File: config.mk
export PLATFORM = sky130hd
export DESIGN_NAME = gqr_ram
export DESIGN_NICKNAME = d
export VERILOG_FILES = /design/src/sv/gqr_ram.sv
export SDC_FILE = /design/constraint.sdc
export NUM_CORES = 2
export LEC_CHECK = 0
export BUFFER_PORTS_ARGS = -buffer_cell sky130_fd_sc_hd__buf_2
export CELL_PAD_IN_SITES_DETAIL_PLACEMENT = 1
export CELL_PAD_IN_SITES_GLOBAL_PLACEMENT = 1
export CORE_ASPECT_RATIO = 1.25
export CORE_MARGIN = 3
export CORE_UTILIZATION = 59
export CTS_BUF_LIST = sky130_fd_sc_hd__clkbuf_2
export CTS_CLUSTER_DIAMETER = 30
export DETAILED_ROUTE_END_ITERATION = 16
export GPL_TIMING_DRIVEN = 0
export PLACE_DENSITY = 0.82
export SYNTH_ARGS = -nofsm -noshare
export SYNTH_HDL_FRONTEND = slang
export SYNTH_SLANG_ARGS = --single-unit
File: constraint.sdc
create_clock -name clk -period 4.7 [get_ports clk]
set_clock_uncertainty 0.15 [all_clocks]
set_input_delay 0 -clock clk [delete_from_list [all_inputs] [get_ports clk]]
set_output_delay 0 -clock clk [all_outputs]
set_load 0.02 [all_outputs]
File: src/sv/gqr_ram.sv
// ----------------------------------------------------------------------------
// gqr_ram
// generic single-write, single-read ram with registered read data
// ----------------------------------------------------------------------------
module gqr_ram #(
    parameter int WIDTH = 32,
    parameter int DEPTH = 64
) (
    input  logic                     clk,
    input  logic                     we,
    input  logic [$clog2(DEPTH)-1:0] waddr,
    input  logic [WIDTH-1:0]         wdata,
    input  logic                     re,
    input  logic [$clog2(DEPTH)-1:0] raddr,
    output logic [WIDTH-1:0]         rdata
);

    logic [WIDTH-1:0] mem [DEPTH];

    always_ff @(posedge clk)
    begin
        if (we)
        begin
            mem[waddr] <= wdata;
        end
        if (re)
        begin
            rdata <= mem[raddr];
        end
    end

endmodule

# Word level (Yosys, flattened, before mapping)
# Memory sizes are Yosys's and may differ from the RTL's. A register that Yosys moved wholly into a read port is not among the register bits.
# Index checks and enable logic that the tools add are counted.
# classes
n_mux	2
# op_table
operator	n
$mux 1	2
# word_totals
register_bits	0
ram_bits	2048
inputBits	47
out_inout_bits	32
word_cells	3
memories	1
# memory_table
memory	words	word_bits	read_ports	rd_clocked_by_memory_dff	wr	line	source
mem	64	32	1	1	1	18	logic [WIDTH-1:0] mem [DEPTH];

# Depth between registers and ports, before layout
# logic_depth
word_depth	2
depth_mapped	10
ltp_nobuf	5

# Worst setup path after synthesis
# Ideal clock, no wire load.
# synth_timing
path_kind	in2reg
startpoint	input port waddr[3]
endpoint	memory mem[48][0], enable pin
setup_time_ns	0.461
t_arrival_ns	2.699
required_time_ns	4.089
slack_ns	1.390
path_stages	4
path_buffers	1
cell_sequence	clkbuf_1 > nor2b_1 > nand4b_1 > nor3_1
# synth_lines
element	line	source
from (decl)	11	input logic [$clog2(DEPTH)-1:0] waddr,
to (decl)	18	
# Straight into the memory's write port.

==> metrics.cfg <==
[setup_path]
cp_common_cell = dlygate4sd3_1
critPathLaunch = raddr[4]
worstRegToRegCells = 9
cpPeakStageDelay_ns = 0.89
end_kind = flop
worstPathCellList = dlygate4sd3_1 -> dlygate4sd3_1 -> buf_2 -> dlygate4sd3_1 -> nand2_1 -> o221ai_1 -> dlygate4sd3_1 -> a21oi_1 -> dlygate4sd3_1 -> a21oi_1 -> dlygate4sd3_1 -> nor2_1 -> dlygate4sd3_1
cp-start-kind = input port
critical-path-top-delay-family = buffers and inverters
cp.required_ns = 6.29
r2r_end = rdata[1]
crit_type = input port to flop
reg2reg_slack_ns = 0.03
critPathMaxFanout = 13
path_buf_inv = 8
reg2reg_from = mem[39][1]
cp_slowest_cell = nand2_1
cp_data_arrival_time_ns = 6.54

[power]
vdd_drop_max_mv = 0.228
p_leak_nw = 29.2
p_per_area_nw_per_um2 = 397
power_mw = 35.8

[status]
failed_checks = capacitance limit, slew limit, setup timing
status = finished with violations

[placement]
dp_cells = 5202
place_area_sq_um = 83200
gp_congestion = 0.963
dpl_worst_slack_ns = 0.187
place.detailed.hpwl_um = 159000
port_buffers = 70

[layout]
fin_util = 0.682
drive_above_1_share = 0.354
nNetsFinal = 4209
syn_to_final_growth_pct = 14.5
final_area_sq_um = 90200
fin_cells = 6265

[drt]
routed_wl_um = 297000
ant_nets = 0
wire_per_inst_um = 47.3
viasPerCell = 7.51
vias = 47000
drtIter0Drc = 10500
drc = 0
first_pass_iters = 10

[timing]
finalSetupViolCount = 1
rsz0062_at_grt = no
fin_ws_ns = -0.256
fin_crit_ns = 4.96
relSlewSlack = -0.0722
max_freq_mhz = 202
finalCritPeriodShare = 1.05
worst_pin_slew_ns = 1.61
slew_viol_final = 79
finalHoldViolCount = 0

[clock_network]
clk_pin_slew_worst_paths_ns = 0.17
cts.sinks = 2080
clock_latency_ns = 2.07
cts_resized = 0
cts_tree = built
cts_made_buffers = 478
clock_path_buffers = 4
h-tree-depth = 5
clock_tree.root_cell = clkbuf_2

[yosys]
syn_inst = 3324
synth_warnings = 0
synth_fp_nets = 3371
ys_seq_area_frac = 0.792
synth_area_sq_um = 78800
post_synth.cell_area_avg_sq_um = 23.7
synth_edf_count = 2080
synth_cell_types = 33
async_flop_share = 0
synthFlopType = edfxtp_1
ys_ff_latch = 2080

[global_routing]
grt_max_degree = 65
antenna_found_initial = 23
track_usage = 0.435
grt_pass1_vias = 48400
grt-ovfl-total = 0
grt_pass1_wl_um = 403000

[min_path]
hold_depth = 5
min-delay-start = wdata[29]
min_to = mem[13][29]
hold_path.class = input port to flop

[die]
row_count = 149
die_y_um = 415
start_util = 0.596
ios = 79
dieArea_sq_um = 138000
die_x_um = 333
coreArea_sq_um = 132000

[run]
maxCapViolCount = 9

[worst max path at each step]
stage,to,cells past startpoint
floorplan,mem[48][0],4
global placement,mem[48][22],4
detailed placement,rdata[13],9
CTS,rdata[1],14
global route,rdata[1],13
finish,rdata[1],13
[layout make-up]
class	count	area, sq um
Sequential cell	2080	62500
Tap cell	1736	2170
Antenna cell	19	47.5
Buffer	181	887
Clock inverter	155	866
Fill cell	10700	42100
Multi-Input combinational cell	1062	16000
Clock buffer	673	3370
Timing Repair Buffer	359	4460
[through the flow]
step           hold WS, ns  setup TNS [ns]
5_1_grt             0.0775               0
4_1_cts            0.00309               0
3_3_place_gp         0.293         -270.47
6_report            0.0641          -0.256
3_5_place_dp         0.297               0
2_1_floorplan      -0.0511               0
[worst reg2reg max path: stages (launching register included)]
cell and delay, ns:
edfxtp_1 0.43, mux4_2 0.49, o221ai_1 0.27, dlygate4sd3_1 0.62, a21oi_1 0.10, dlygate4sd3_1 0.73, a21oi_1 0.17, dlygate4sd3_1 0.62
nor2_1 0.10, dlygate4sd3_1 0.68
[cells by family after synthesis]
| kind of cell | synth area share |
|---|---|
| DFF | 0.792 |
| and+or+nand+nor | 0.0126 |
| AOI/OAI and AO/OA | 0.0167 |
| muxes | 0.167 |
| buffers and inverters | 0.0112 |
[metal layers]
metal,global-route usage,vias to the layer above,share of wire
met5,0.0178,-,0.0016
met4,0.354,16,0.11
met3,0.154,1629,0.15
met2,0.645,5703,0.45
met1,0.516,23400,0.29
li1,-,16200,-
[cell usage in the layout, fill, tap and decap left out, types with 27 or more instances in the layout]
master / synthesis / final
nor2_1: 137 / 75
o22ai_1: 84 / 84
clkbuf_1: 74 / 69
buf_12: 0 / 62
mux4_2: 544 / 544
clkinv_1: 0 / 109
buf_16: 0 / 34
a21oi_1: 62 / 62
buf_4: 25 / 29
mux2i_1: 93 / 93
clkbuf_2: 0 / 677
buf_2: 57 / 127
clkinv_2: 0 / 32
o221ai_1: 27 / 27
dlygate4sd3_1: 0 / 183
edfxtp_1: 2080 / 2080
nor2_4: 0 / 62
[state kept, by name (all words and copies together), names as in the netlist]
| name | flops |
|---|---|
| rdata | 32 |
| mem | 2048 |
[synth_stat cells (5+ instances only)]
cell type	instances	area, sq um
edfxtp_1	2080	62500
mux4_2	544	12300
nor2_1	137	514
mux2i_1	93	931
o22ai_1	84	526
clkbuf_1	74	278
a21oi_1	62	310
buf_2	57	285
o221ai_1	27	236
nand2_1	26	97.6
buf_4	25	188
buf_1	21	78.8
nor2b_1	15	93.8
a22oi_1	12	90.1
a311oi_1	8	70.1
nand2b_1	8	50.1
nor3_1	7	35.0
buf_6	5	56.3
nand3_1	5	25.0
nand3b_1	5	37.5
[power by group]
group          internal [mW]  total (mW)  switching, mW
clock network           4.34        12.5           8.20
registers               20.5        20.6         0.0615
logic                  0.874        2.64           1.76
total                   25.8        35.8           10.0
[timing repair]
| action | in CTS | in global routing |
|---|---|---|
| endpoints found under the hold margin | 4160 | 0 |
| setup endpoints to repair | 0 | 1 |
| setup buffers | 0 | 1 |
| hold buffers | 216 | 0 |
No activity file was read; power rests on OpenSTA's default activity.
